===== src/hw/rtl/nvcm_pkg.sv =====
// nvcm_pkg: shared types, constants and binary64 helper functions
// for the newton convergence monitor; no dependencies
package nvcm_pkg;

  localparam int COUNT_BITS = 16;
  localparam int CMP_W      = (COUNT_BITS > 16) ? COUNT_BITS : 16;
  localparam logic [COUNT_BITS-1:0] COUNT_MAX = {COUNT_BITS{1'b1}};

  localparam logic [63:0] LARGEST_DOUBLE = 64'h7FEF_FFFF_FFFF_FFFF;
  localparam logic [63:0] FP_QNAN        = 64'h7FF8_0000_0000_0000;

  // multiplier latency in cycles, inputs to registered product
  localparam int FMUL_LAT  = 5;
  localparam int OUT_DEPTH = 8;
  localparam int OUT_AW    = 3;

  // status codes
  localparam logic [1:0] ST_ITERATING = 2'd0;
  localparam logic [1:0] ST_CONVERGED = 2'd1;
  localparam logic [1:0] ST_DIVERGED  = 2'd2;

  // reason codes
  localparam logic [3:0] RS_NONE     = 4'd0;
  localparam logic [3:0] RS_DOMAIN   = 4'd1;
  localparam logic [3:0] RS_NAN      = 4'd2;
  localparam logic [3:0] RS_ABS      = 4'd3;
  localparam logic [3:0] RS_EVALS    = 4'd4;
  localparam logic [3:0] RS_BLOWUP   = 4'd5;
  localparam logic [3:0] RS_REL      = 4'd6;
  localparam logic [3:0] RS_STEP     = 4'd7;
  localparam logic [3:0] RS_RELDIV   = 4'd8;
  localparam logic [3:0] RS_ABSDIV   = 4'd9;
  localparam logic [3:0] RS_PINGPONG = 4'd10;

  // register indexes
  localparam logic [2:0] REG_ABS_TOL      = 3'd0;
  localparam logic [2:0] REG_REL_TOL      = 3'd1;
  localparam logic [2:0] REG_STEP_TOL     = 3'd2;
  localparam logic [2:0] REG_MAX_EVALS    = 3'd3;
  localparam logic [2:0] REG_FORCED_ITERS = 3'd4;
  localparam logic [2:0] REG_REL_DIV_TOL  = 3'd5;
  localparam logic [2:0] REG_ABS_DIV_TOL  = 3'd6;
  localparam logic [2:0] REG_MAX_PINGPONG = 3'd7;

  typedef struct packed {
    logic [15:0] iteration;
    logic [63:0] residual_norm;
    logic [63:0] solution_norm;
    logic [63:0] update_norm;
    logic [63:0] reference_norm;
    logic [15:0] evaluation_count;
    logic        domain_error;
  } item_t;

  typedef struct packed {
    logic [1:0] status;
    logic [3:0] reason;
  } result_t;

  typedef struct packed {
    logic [63:0] abs_tolerance;
    logic [63:0] rel_tolerance;
    logic [63:0] rel_step_tolerance;
    logic [15:0] max_evaluations;
    logic [15:0] forced_iterations;
    logic [63:0] rel_div_tolerance;
    logic [63:0] abs_div_tolerance;
    logic [15:0] max_pingpong;
  } cfg_t;

  // classified transaction passed from front to back
  typedef struct packed {
    logic [1:0]  status;
    logic [3:0]  reason;
    logic        run_second;
    logic        pingpong_over;
    logic [63:0] residual;
    logic [63:0] solution;
    logic [63:0] update;
    logic [63:0] reference;
  } mid_t;

  function automatic logic fp_isnan(input logic [63:0] x);
    return (x[62:52] == 11'h7FF) && (x[51:0] != 52'd0);
  endfunction

  function automatic logic [63:0] fp_key(input logic [63:0] x);
    return x[63] ? ~x : {1'b1, x[62:0]};
  endfunction

  function automatic logic fp_lt(input logic [63:0] a, input logic [63:0] b);
    logic both_zero;
    both_zero = (a[62:0] == 63'd0) && (b[62:0] == 63'd0);
    return !fp_isnan(a) && !fp_isnan(b) && !both_zero && (fp_key(a) < fp_key(b));
  endfunction

  function automatic logic fp_le(input logic [63:0] a, input logic [63:0] b);
    logic both_zero;
    both_zero = (a[62:0] == 63'd0) && (b[62:0] == 63'd0);
    return !fp_isnan(a) && !fp_isnan(b) && (both_zero || (fp_key(a) <= fp_key(b)));
  endfunction

  function automatic logic fp_gt(input logic [63:0] a, input logic [63:0] b);
    return fp_lt(b, a);
  endfunction

  function automatic logic fp_ge(input logic [63:0] a, input logic [63:0] b);
    return fp_le(b, a);
  endfunction

  // leading zero count of a 106-bit product
  function automatic logic [6:0] lzc106(input logic [105:0] m);
    logic [6:0] n;
    n = 7'd106;
    for (int i = 0; i < 106; i++) begin
      if (m[i]) n = 7'(105 - i);
    end
    return n;
  endfunction

endpackage


===== src/hw/rtl/nvcm_front.sv =====
// nvcm_front: accepts reports, updates residual history and ping-pong count,
// runs the first check chain; depends on nvcm_pkg
module nvcm_front (
  input  logic           clk,
  input  logic           rst,
  input  logic           accept,
  input  nvcm_pkg::item_t item,
  input  nvcm_pkg::cfg_t  cfg,
  output nvcm_pkg::mid_t  rec
);
  import nvcm_pkg::*;

  logic [63:0]           last_residual;
  logic [COUNT_BITS-1:0] pingpong_count;
  logic [COUNT_BITS-1:0] pingpong_count_next;
  logic [COUNT_BITS-1:0] pc_base;
  logic [63:0]           old_res;
  logic                  iter_zero;
  logic                  rise;
  logic                  active;
  logic [1:0]            st;
  logic [3:0]            rs;

  always_comb begin
    iter_zero = (item.iteration == 16'd0);
    old_res   = iter_zero ? item.residual_norm : last_residual;
    pc_base   = iter_zero ? '0 : pingpong_count;
    rise      = fp_gt(item.residual_norm, old_res);
    if (pc_base[0] != rise) begin
      pingpong_count_next = (pc_base == COUNT_MAX) ? pc_base : pc_base + 1'b1;
    end else begin
      pingpong_count_next = '0;
    end

    active = (item.iteration >= cfg.forced_iterations);
    st = ST_ITERATING;
    rs = RS_NONE;
    if (fp_isnan(item.residual_norm)) begin
      st = ST_DIVERGED;  rs = RS_NAN;
    end else if (active && fp_lt(item.residual_norm, cfg.abs_tolerance)) begin
      st = ST_CONVERGED; rs = RS_ABS;
    end else if (item.evaluation_count >= cfg.max_evaluations) begin
      st = ST_DIVERGED;  rs = RS_EVALS;
    end else if (active && !iter_zero && fp_gt(item.residual_norm, last_residual)
                 && fp_ge(item.residual_norm, LARGEST_DOUBLE)) begin
      st = ST_DIVERGED;  rs = RS_BLOWUP;
    end else if (item.domain_error) begin
      st = ST_DIVERGED;  rs = RS_DOMAIN;
    end

    rec.status        = st;
    rec.reason        = rs;
    rec.run_second    = active && !iter_zero && (st == ST_ITERATING);
    rec.pingpong_over = CMP_W'(pingpong_count_next) > CMP_W'(cfg.max_pingpong);
    rec.residual      = item.residual_norm;
    rec.solution      = item.solution_norm;
    rec.update        = item.update_norm;
    rec.reference     = item.reference_norm;
  end

  always_ff @(posedge clk) begin
    if (rst) begin
      last_residual  <= 64'd0;
      pingpong_count <= '0;
    end else if (accept) begin
      last_residual  <= item.residual_norm;
      pingpong_count <= pingpong_count_next;
    end
  end

endmodule


===== config.mk =====
export PLATFORM = sky130hd
export DESIGN_NAME = nvcm_front
export DESIGN_NICKNAME = d
export VERILOG_FILES = /design/src/hw/rtl/nvcm_pkg.sv /design/src/hw/rtl/nvcm_front.sv
export SDC_FILE = /design/constraint.sdc
export NUM_CORES = 1
export LEC_CHECK = 0
export ABC_AREA = 1
export BUFFER_PORTS_ARGS = -buffer_cell sky130_fd_sc_hd__buf_2
export CAP_MARGIN = 20
export CORE_AREA = 2 2 364 366
export CTS_CLUSTER_DIAMETER = 120
export DETAILED_ROUTE_END_ITERATION = 12
export DIE_AREA = 0 0 366 368
export PLACE_DENSITY_LB_ADDON = 0.3
export SLEW_MARGIN = 20
export SYNTH_ARGS = -nofsm -noshare
export SYNTH_HDL_FRONTEND = slang
export SYNTH_SLANG_ARGS = --single-unit

===== constraint.sdc =====
create_clock -name clk -period 7.14 [get_ports clk]
set_input_delay 1.071 -clock clk [delete_from_list [all_inputs] [get_ports clk]]
set_output_delay 1.071 -clock clk [all_outputs]
set_load 0.005 [all_outputs]

==> flow_summary.ini <==
[cts]
cts.clk_slew.worst_paths_ns = 0.07
numClockSinks = 80
clkLatencyLatePin_ns = 0.40
hold_buffers = 0
htree_levels = 3
clk_path_buf_depth = 2
cts_buffers = 9
tritoncts = built
root_buffer = clkbuf_16

[synthesis]
synthArstFlopShare = 0
netlist_area_mm2 = 0.0150
seq_area_frac_synth = 0.106
syn_avg_cell_area_um2 = 7.00
synth_edf_count = 0
ys_warn_count = 0
synth_most_common_cell = nand2_1
synthCells = 2150
yosys.area.top_type_share = 0.199
synth.distinct_cells = 52
yosysTopAreaCell = ha_1
synth_seq_cells = 80
synth_area_leaders = ha_1, buf_4, dfxtp_1
syn_nets = 3049
synth_commonest_cells = nand2_1, buf_4, inv_1
synth_flop_cell = dfxtp_1

[placement]
dp_slack_ns = -0.0274
port-buffer-count = 282
finalWeightedCongestion = 0.789
dpl.hpwl_um = 56100

[routing]
remaining_drc_errors = 0
final_antenna_net_count = 0
dr_total_vias = 14000
viasPerCell = 3.54
wl_per_cell_um = 16.8
detailedRoute.firstPassIterationCount = 5
drt-total-wl_um = 66200
drtIter0Drc = 719

[run]
maxCapViolCount = 0

[critical_path]
critPathMaxStageDelay_ns = 0.39
start_kind = primary input
crit_type = primary input to output port
required_ns = 6.07
crit_top_cell = nand2_1
end_kind = output port
crit_fanout = 21
crit_arrival_ns = 5.62
critPathSlowestCell = a31oi_1

[power]
power_density_mw_per_mm2 = 125
max-vdd-ir-drop_mv = 0.112
p_leak_uw = 0.00818

[timing]
skew_ns = 0.0241
fmax_ghz = 0.149
maxSlewHeadroom = 0.373
finalHoldViolCount = 0
rsz0062_at_grt = false
fin_crit_ns = 6.69
drv_slew = 0
setup_viol_count_final = 0
whs_ns = 0.511
period_share = 0.937
setup_ws_ns = 0.448
tightest_slew_ns = 0.941

[layout]
fin_nets = 3085
drive_gt1_frac = 0.186
num-fill-cells = 15300
area_delta_synth_final_pct = 15.5

[floorplanning]
dieArea_mm2 = 0.135
die_y_um = 368
core_mm2 = 0.131
start_util = 0.115
ios = 924
num_rows = 133
die_w_um = 366

[grt]
track_usage = 0.0956
grt_start_max_net_pins = 81
antenna_found_initial = 24
grt-ovfl-total = 0
grt_pass1_vias = 13600
grt_pass1_wl_um = 93700

[min_path]
hp-class = register to register

[run_status]
status = finished clean
[path summary, 6_finish.rpt]
kind / from / to / slack (ns) / depth (start not counted)
setup / recovery: item[275] / rec[256] / 0.45 / 30
hold / removal: last_residual[30]$_SDFFE_PP0P_ / last_residual[30]$_SDFFE_PP0P_ / 0.51 / 2
setup reg to reg: last_residual[63]$_SDFFE_PP0P_ / pingpong_count[1]$_SDFFE_PP0P_ / 3.41 / 19
hold reg to reg: last_residual[30]$_SDFFE_PP0P_ / last_residual[30]$_SDFFE_PP0P_ / 0.51 / 2
[stage by stage]
step	TNS [ns]	instances	power (uW)	utilization	area, um2
6_report	0	3948	2180	0.133	17400
4_1_cts	0	3944	2220	0.132	17300
3_3_place_gp	-0.0333	3928	1670	0.130	17000
5_1_grt	0	3946	2390	0.133	17400
2_1_floorplan	0	2150	1350	-	15000
3_5_place_dp	-0.0274	3928	1670	0.130	17000
[cell families (layout without fill, tap and decap cells)]
group | after synthesis | in the layout | synth area share
flip-flops | 80 | 80 | 0.106
XOR/XNOR | 259 | 259 | 0.151
multiplexers | 11 | 11 | 0.00757
AO/OA/AOI/OAI | 362 | 362 | 0.132
AND/OR/NAND/NOR | 623 | 623 | 0.191
other | 1 | 3 | 0.000249
adder cells (fa/ha/maj) | 239 | 239 | 0.199
buffers and inverters | 575 | 616 | 0.213
[timing repair]
| item | CTS | global route |
|---|---|---|
| cloned | 0 | 1 |
| endpoints found under the setup margin | 1 | 1 |
| setup buffers | 0 | 1 |
| pin swaps | 0 | 2 |
| gates resized for setup | 1 | 17 |
[critical path, delay by kind of cell]
kind            cells  cell delay, ns
xor+xnor            1            0.12
buf+inv             6            0.86
fa+ha+maj           2            0.60
compound gates      3            0.92
simple gates       18            2.02
[layout by cell type, fill, tap and decap left out, drive strengths merged, types with 80 or more instances in the layout]
master	count
a21oi	161
buf	348
dfxtp	80
ha	239
inv	252
nand2	264
nor2	132
o21ai	154
xnor2	119
xor2	140
[power by group]
group          total [uW]  leakage [uW]  switching [uW]  internal, uW
clock                 527      0.000146             252           275
combinational        1140       0.00737             684           454
sequential            512      0.000665            34.7           477
[flip-flops by register name, indices dropped and copies added (netlist names)]
register and count:
last_residual 64, pingpong_count 16
[cell type report]
cell class / count / area [um2] / share of cell area
diodes: 2 / 5.00 / 0.000288
inverters: 251 / 946 / 0.0544
well taps: 1755 / 2200 / 0.126
clock inverters: 7 / 77.6 / 0.00446
multi-input cells: 1495 / 10300 / 0.591
repair buffers: 349 / 2050 / 0.118
clock buffers: 9 / 225 / 0.0130
flip-flops and latches: 80 / 1610 / 0.0924
[per-layer routing]
layer | global-route usage | wire length, um | part of all wire
met1 | 0.122 | 30100 | 0.45
met2 | 0.163 | 30500 | 0.46
met3 | 0.0233 | 4170 | 0.063
met4 | 0.0194 | 1420 | 0.021
met5 | 0 | 43 | 0.00065
Power figures use the tool's default switching activity.
