==> src/hw/rtl/nvcm_pkg.sv <==
// nvcm_pkg: shared types, constants and binary64 helper functions
// for the newton convergence monitor; no dependencies
package nvcm_pkg;

  localparam int COUNT_BITS = 16;
  localparam int CMP_W      = (COUNT_BITS > 16) ? COUNT_BITS : 16;
  localparam logic [COUNT_BITS-1:0] COUNT_MAX = {COUNT_BITS{1'b1}};

  localparam logic [63:0] LARGEST_DOUBLE = 64'h7FEF_FFFF_FFFF_FFFF;
  localparam logic [63:0] FP_QNAN        = 64'h7FF8_0000_0000_0000;

  // multiplier latency in cycles, inputs to registered product
  localparam int FMUL_LAT  = 5;
  localparam int OUT_DEPTH = 8;
  localparam int OUT_AW    = 3;

  // status codes
  localparam logic [1:0] ST_ITERATING = 2'd0;
  localparam logic [1:0] ST_CONVERGED = 2'd1;
  localparam logic [1:0] ST_DIVERGED  = 2'd2;

  // reason codes
  localparam logic [3:0] RS_NONE     = 4'd0;
  localparam logic [3:0] RS_DOMAIN   = 4'd1;
  localparam logic [3:0] RS_NAN      = 4'd2;
  localparam logic [3:0] RS_ABS      = 4'd3;
  localparam logic [3:0] RS_EVALS    = 4'd4;
  localparam logic [3:0] RS_BLOWUP   = 4'd5;
  localparam logic [3:0] RS_REL      = 4'd6;
  localparam logic [3:0] RS_STEP     = 4'd7;
  localparam logic [3:0] RS_RELDIV   = 4'd8;
  localparam logic [3:0] RS_ABSDIV   = 4'd9;
  localparam logic [3:0] RS_PINGPONG = 4'd10;

  // register indexes
  localparam logic [2:0] REG_ABS_TOL      = 3'd0;
  localparam logic [2:0] REG_REL_TOL      = 3'd1;
  localparam logic [2:0] REG_STEP_TOL     = 3'd2;
  localparam logic [2:0] REG_MAX_EVALS    = 3'd3;
  localparam logic [2:0] REG_FORCED_ITERS = 3'd4;
  localparam logic [2:0] REG_REL_DIV_TOL  = 3'd5;
  localparam logic [2:0] REG_ABS_DIV_TOL  = 3'd6;
  localparam logic [2:0] REG_MAX_PINGPONG = 3'd7;

  typedef struct packed {
    logic [15:0] iteration;
    logic [63:0] residual_norm;
    logic [63:0] solution_norm;
    logic [63:0] update_norm;
    logic [63:0] reference_norm;
    logic [15:0] evaluation_count;
    logic        domain_error;
  } item_t;

  typedef struct packed {
    logic [1:0] status;
    logic [3:0] reason;
  } result_t;

  typedef struct packed {
    logic [63:0] abs_tolerance;
    logic [63:0] rel_tolerance;
    logic [63:0] rel_step_tolerance;
    logic [15:0] max_evaluations;
    logic [15:0] forced_iterations;
    logic [63:0] rel_div_tolerance;
    logic [63:0] abs_div_tolerance;
    logic [15:0] max_pingpong;
  } cfg_t;

  // classified transaction passed from front to back
  typedef struct packed {
    logic [1:0]  status;
    logic [3:0]  reason;
    logic        run_second;
    logic        pingpong_over;
    logic [63:0] residual;
    logic [63:0] solution;
    logic [63:0] update;
    logic [63:0] reference;
  } mid_t;

  function automatic logic fp_isnan(input logic [63:0] x);
    return (x[62:52] == 11'h7FF) && (x[51:0] != 52'd0);
  endfunction

  function automatic logic [63:0] fp_key(input logic [63:0] x);
    return x[63] ? ~x : {1'b1, x[62:0]};
  endfunction

  function automatic logic fp_lt(input logic [63:0] a, input logic [63:0] b);
    logic both_zero;
    both_zero = (a[62:0] == 63'd0) && (b[62:0] == 63'd0);
    return !fp_isnan(a) && !fp_isnan(b) && !both_zero && (fp_key(a) < fp_key(b));
  endfunction

  function automatic logic fp_le(input logic [63:0] a, input logic [63:0] b);
    logic both_zero;
    both_zero = (a[62:0] == 63'd0) && (b[62:0] == 63'd0);
    return !fp_isnan(a) && !fp_isnan(b) && (both_zero || (fp_key(a) <= fp_key(b)));
  endfunction

  function automatic logic fp_gt(input logic [63:0] a, input logic [63:0] b);
    return fp_lt(b, a);
  endfunction

  function automatic logic fp_ge(input logic [63:0] a, input logic [63:0] b);
    return fp_le(b, a);
  endfunction

  // leading zero count of a 106-bit product
  function automatic logic [6:0] lzc106(input logic [105:0] m);
    logic [6:0] n;
    n = 7'd106;
    for (int i = 0; i < 106; i++) begin
      if (m[i]) n = 7'(105 - i);
    end
    return n;
  endfunction

endpackage

==> src/hw/rtl/nvcm_queue.sv <==
// nvcm_queue: two-entry queue of classified transactions between front and back
// depends on nvcm_pkg
module nvcm_queue (
  input  logic          clk,
  input  logic          rst,
  input  logic          wr_en,
  input  nvcm_pkg::mid_t wdata,
  output logic          full,
  input  logic          rd_en,
  output nvcm_pkg::mid_t rdata,
  output logic          valid
);
  import nvcm_pkg::*;

  mid_t       mem [2];
  logic       wr_ptr;
  logic       rd_ptr;
  logic [1:0] count;

  assign full  = (count == 2'd2);
  assign valid = (count != 2'd0);
  assign rdata = mem[rd_ptr];

  always_ff @(posedge clk) begin
    if (wr_en) begin
      mem[wr_ptr] <= wdata;
    end
    if (rst) begin
      wr_ptr <= 1'b0;
      rd_ptr <= 1'b0;
      count  <= 2'd0;
    end else begin
      if (wr_en) wr_ptr <= ~wr_ptr;
      if (rd_en) rd_ptr <= ~rd_ptr;
      count <= count + 2'(wr_en) - 2'(rd_en);
    end
  end

endmodule

==> config.mk <==
export PLATFORM = sky130hd
export DESIGN_NAME = nvcm_queue
export DESIGN_NICKNAME = d
export VERILOG_FILES = /design/src/hw/rtl/nvcm_pkg.sv /design/src/hw/rtl/nvcm_queue.sv
export SDC_FILE = /design/constraint.sdc
export NUM_CORES = 1
export LEC_CHECK = 0
export BUFFER_PORTS_ARGS = -buffer_cell sky130_fd_sc_hd__buf_2
export CORE_UTILIZATION = 39
export CTS_CLUSTER_DIAMETER = 40
export DETAILED_ROUTE_END_ITERATION = 6
export HOLD_SLACK_MARGIN = 0.03
export PLACE_DENSITY = 0.69
export SKIP_LAST_GASP = 1
export SYNTH_ARGS = -nofsm -noshare
export SYNTH_HDL_FRONTEND = slang
export SYNTH_SLANG_ARGS = --single-unit
==> constraint.sdc <==
create_clock -name clk -period 38.2 [get_ports clk]
set_input_delay 3.82 -clock clk [delete_from_list [all_inputs] [get_ports clk]]
set_output_delay 3.82 -clock clk [all_outputs]
set_load 0.005 [all_outputs]
==> flow_metrics.tcl, run 1 <==
set metrics [dict create \
    status "finished clean" \
    fin_tns_setup_ns 0 \
    wl_mm 41.74 \
    synth_seq_area_share 0.8211 \
    cts-hold-fix-buffers 0 \
    dp_hpwl_mm 28.10 \
    crit_required_ns 34.38 \
    fin_crit_sh 0.2009 \
    grt_first_pass_wirelength_mm 60.23 \
    clock_path_buffers 3 \
    clock_sinks 533 \
    globalRouteTotalUtil 0.1608 \
    grt_use_met2 0.2716 \
    ios 534 \
    final-setup-viol-count 0 \
    tritoncts "built" \
    max-slew-margin-rel 0.3198 \
    drive_above_1_share 0.6252 \
    syn-cell-area_um2 19430 \
    slowest_stage "buf_4" \
    path_class "flop to primary output" \
    cp.arrival_ns 3.85 \
    whs_path_depth 2 \
    grt_setup_unrepaired "false" \
    fp.dieH_um 225.2 \
    start_util 0.3961 \
    dr_total_vias 10032 \
    grt_max_degree 132 \
    cp-end-kind "primary output" \
    num_rows 81 \
    post_cts_buffers 0 \
    hold_violations 0 \
    routedWlPerCell_um 19.36 \
    numCtsBuffers 72 \
    grt_pass1_vias 10429 \
    cts_htree_levels 3 \
    leakagePower_nw 9.361 \
    fp.dieW_um 225.2 \
    rr_worst_depth 4 \
    holdCritPathClass "flop to flop" \
    cellPowerDensity_nw_per_um2 58.94 \
    p_total_w 0.001478 \
    avgSynthCellArea_um2 23.08 \
    insertion_delay_ns 0.58 \
    yosysTopAreaCell "edfxtp_1" \
    irDropWorstVdd_mv 0.05024 \
    synth.top_cell.area_share 0.8160 \
    max_stage_delay_ns 0.92 \
    global_route.usage.met3 0.06115 \
    maxCapViolations 0 \
    crit_top_cell "buf_4" \
    synth_warnings 0 \
    synth_cells 842 \
    synthToLayoutAreaGrowth_pct 29.03 \
    start_kind "flop" \
    worst_pin_slew_ns 1.020 \
    core_um2 49050 \
    fillers 3989 \
    die-area_um2 50720 \
    clock.fmax_mhz 130.3 \
    grt_overflow 0 \
    drc 0 \
    crit_path_max_fanout 77 \
    drt_iter0_markers 448 \
    synth.area.top_cells "edfxtp_1, mux2_2, clkbuf_8, dfxtp_1, buf_6" \
    cts_root_buf "clkbuf_16" \
    place.gp.congestion 0.9063 \
    fin_skew_ns 0.01312 \
    syn_nets 1112 \
    cts_resized 0 \
    crit_chain "buf_4 -> buf_4 -> mux2_2 -> buf_2" \
    fin_crit_ns 7.675 \
    drt_pass1_iterations 4 \
    layout_common_cells "buf_2, edfxtp_1, mux2_2, clkbuf_16, clkinvlp_4" \
    hold_start "rd_ptr" \
    fin_nets 1699 \
    final_antenna_net_count 0 \
    final_common_cell "buf_2" \
    clk_pin_slew_ns 0.05 \
    globalRoute.busiestLayer "met2" \
    r2r-start "wr_ptr" \
    synth_cell_types 13 \
    synth-seq-cells 533 \
    met1_usage 0.1804 \
    io_buffers 533 \
    drt-vias-per-instance 4.653 \
    grt_antenna_before_repair 9 \
    finalMaxSlewViolations 0 \
]
[cells by family after synthesis]
group,after synthesis,synth area share
buffers and inverters,31,0.02015
XOR/XNOR,3,0.002061
adder cells (fa/ha/maj),2,0.001288
multiplexers,264,0.1530
AND/OR/NAND/NOR,9,0.002383
flip-flops,533,0.8211
[stage by stage]
step | hold slack [ns] | cells | worst slack [ns] | utilization | cell area, µm²
after floorplan | 0.4799 | 842 | 22.10 | - | 19430
after global placement | 0.4980 | 2019 | 31.02 | 0.4615 | 22640
after detailed placement | 0.5016 | 2019 | 31.00 | 0.4615 | 22640
after CTS | 0.5188 | 2150 | 30.39 | 0.5108 | 25060
after global routing | 0.5767 | 2152 | 30.22 | 0.5109 | 25060
final | 0.5113 | 2156 | 30.53 | 0.5111 | 25070
[flip-flops by register name, indices dropped and copies added, names as in the netlist, named ones only]
| register | flops |
|---|---|
| rd_ptr | 1 |
| count | 2 |
| wr_ptr | 1 |
| mem | 528 |
[synthesized netlist by cell type]
library cell  count
and2_1            1
buf_6             6
clkbuf_8         23
dfxtp_1           5
edfxtp_1        528
ha_1              2
inv_1             2
mux2_2          264
nor2_1            4
nor2b_1           3
or2_2             1
xnor2_1           2
xnor3_1           1
[area by class of cell]
cell class | count | area [µm²] | area share
multi-input combinational | 278 | 3094 | 0.1234
clock buffer | 81 | 1899 | 0.07575
timing repair buffer | 542 | 2748 | 0.1096
inverter | 2 | 7.507 | 0.0002994
tap | 664 | 830.8 | 0.03314
antenna | 6 | 15.01 | 0.0005988
clock inverter | 50 | 519.2 | 0.02071
sequential | 533 | 15960 | 0.6365
[critical path, delay by kind of cell (launching register included)]
family	cells	cell delay, ns
buf+inv	3	1.84
flops	1	0.90
mux	1	0.42
[worst paths after layout]
check,slack [ns],endpoint
worst max register to register,34.69,mem[0][54]
worst min register to register,0.51,flop
worst min-delay path,0.51,flop
worst max-delay path,30.53,rdata[209]
[power by group]
part	internal, W	total (W)	leakage (nW)	switching [W]
Combinational	0.0000628	0.000124	3.20	0.0000614
Sequential	0.000684	0.000696	5.00	0.0000112
Clock	0.000406	0.000658	1.16	0.000252
Total	0.00115	0.00148	9.36	0.000325
[metal layers]
metal / vias up / part of all wire
met5: - / 0.0012
met1: 4949 / 0.37
met4: 8 / 0.031
met3: 90 / 0.095
li1: 4579 / -
met2: 406 / 0.50
Note: power is estimated with default switching activity, not from simulation.
==> run 2: changes to the inputs <==
Clock period 38.2 ns to 7.9 ns, I/O delays scaled along.
==> flow_metrics.tcl, run 2 (same netlist as run 1, synthesis figures left out) <==
set metrics [dict create \
    drt-vias-per-instance 4.693 \
    drt_iter0_markers 478 \
    insertion_delay_ns 0.59 \
    cts-hold-fix-buffers 0 \
    fin_nets 1698 \
    crit_chain "buf_4 -> mux2_2 -> buf_2" \
    ios 534 \
    start_kind "flop" \
    final_antenna_net_count 0 \
    leakagePower_nw 9.428 \
    routedWlPerCell_um 19.55 \
    clock_sinks 533 \
    drive_above_1_share 0.6238 \
    dr_total_vias 10137 \
    tritoncts "built" \
    p_total_w 0.007355 \
    layout_common_cells "buf_2, edfxtp_1, mux2_2, clkbuf_16, bufinv_16" \
    post_cts_buffers 0 \
    cts_resized 0 \
    fillers 3963 \
    cts_htree_levels 3 \
    core_um2 49050 \
    path_class "flop to primary output" \
    finalMaxSlewViolations 0 \
    cp_num_buf_inv 2 \
    reg_top3 "mem x528, count x2" \
    cp-end-kind "primary output" \
    clock.fmax_mhz 252.2 \
    grt_overflow 0 \
    cellPowerDensity_nw_per_um2 291.2 \
    start_util 0.3961 \
    clk_pin_slew_ns 0.06 \
    critPathTopFamily "flip-flops" \
    grt_max_degree 162 \
    grt_antenna_before_repair 14 \
    irDropWorstVdd_mv 0.2258 \
    status "finished clean" \
    place.gp.congestion 0.8248 \
    slowest_stage "dfxtp_4" \
    num_rows 81 \
    grt_pass1_vias 10599 \
    hold_violations 0 \
    final-setup-viol-count 0 \
    largest_reg_flops 528 \
    maxCapViolations 0 \
    die-area_um2 50720 \
    cts_root_buf "clkbuf_16" \
    wl_mm 42.23 \
    max_stage_delay_ns 1.04 \
    fin_crit_sh 0.5019 \
    synthToLayoutAreaGrowth_pct 29.95 \
    cp.arrival_ns 3.17 \
    top_register "mem" \
    fp.dieW_um 225.2 \
    clock_path_buffers 3 \
    crit_path_max_fanout 78 \
    fin_crit_ns 3.965 \
    globalRouteTotalUtil 0.1607 \
    worst_pin_slew_ns 1.267 \
    fp.dieH_um 225.2 \
    grt_setup_unrepaired "false" \
    holdWs_ns 0.3783 \
    grt_first_pass_wirelength_mm 60.40 \
    dp_hpwl_mm 28.11 \
    drt_pass1_iterations 4 \
    io_buffers 533 \
    crit_required_ns 7.11 \
    fin_tns_setup_ns 0 \
    drc 0 \
    final_common_cell "buf_2" \
    holdCritPathClass "primary input to flop" \
    fin_skew_ns 0.01376 \
    max-slew-margin-rel 0.1554 \
    numCtsBuffers 73 \
]
==> run 2: cell types whose count changed in the layout (fill, tap and decap cells not counted), moves of 2 or more <==
| cell | change |
|---|---|
| bufinv_16 | +6 |
| clkinv_2 | -5 |
| buf_4 | -4 |
| clkinv_1 | +4 |
| diode_2 | +4 |
| inv_6 | +4 |
| inv_8 | -4 |
| buf_12 | +2 |
| clkbuf_1 | -2 |
| clkinvlp_4 | -2 |
==> run 2: final cells by class <==
class / count / area [µm²] / share of cell area
tap: 664 / 830.8 / 0.03290
antenna: 10 / 25.02 / 0.0009910
inverter: 2 / 7.507 / 0.0002973
clock inverter: 55 / 710.7 / 0.02814
timing repair buffer: 540 / 2758 / 0.1092
clock buffer: 78 / 1867 / 0.07393
multi-input combinational: 278 / 3094 / 0.1225
sequential: 533 / 15960 / 0.6320
==> run 2: path summary, 6_finish.rpt <==
path                                start           to  slack (ns)  depth (start not counted)
worst max-delay path                 flop    rdata[55]        3.94                          3
worst min-delay path            wdata[42]   mem[0][42]        0.38                          1
worst max register to register     wr_ptr  mem[1][195]        5.53                          2
worst min register to register     rd_ptr         flop        0.52                          2
==> run 2: through the flow <==
step / setup slack (ns) / area, µm² / instances / util
6_report: 3.935 / 25250 / 2160 / 0.5148
5_1_grt: 3.718 / 25250 / 2158 / 0.5147
4_1_cts: 3.850 / 25230 / 2150 / 0.5143
3_5_place_dp: 4.508 / 22650 / 2017 / 0.4617
3_3_place_gp: 4.574 / 22650 / 2017 / 0.4617
2_1_floorplan: 0.5272 / 19440 / 842 / -
==> run 2: power by group <==
part           switching (W)  internal [W]
Combinational       0.000295      0.000305
Sequential         0.0000579       0.00331
Clock                0.00124       0.00214
Total                0.00160       0.00576
==> run 2: routing by layer <==
| layer | GRT usage | vias to the layer above | routed length (µm) |
|---|---|---|---|
| met3 | 0.05606 | 124 | 3516 |
| met5 | 0 | - | 55 |
| met1 | 0.1755 | 4962 | 15220 |
| met2 | 0.2668 | 457 | 21460 |
| li1 | - | 4586 | - |
| met4 | 0.1020 | 8 | 1973 |
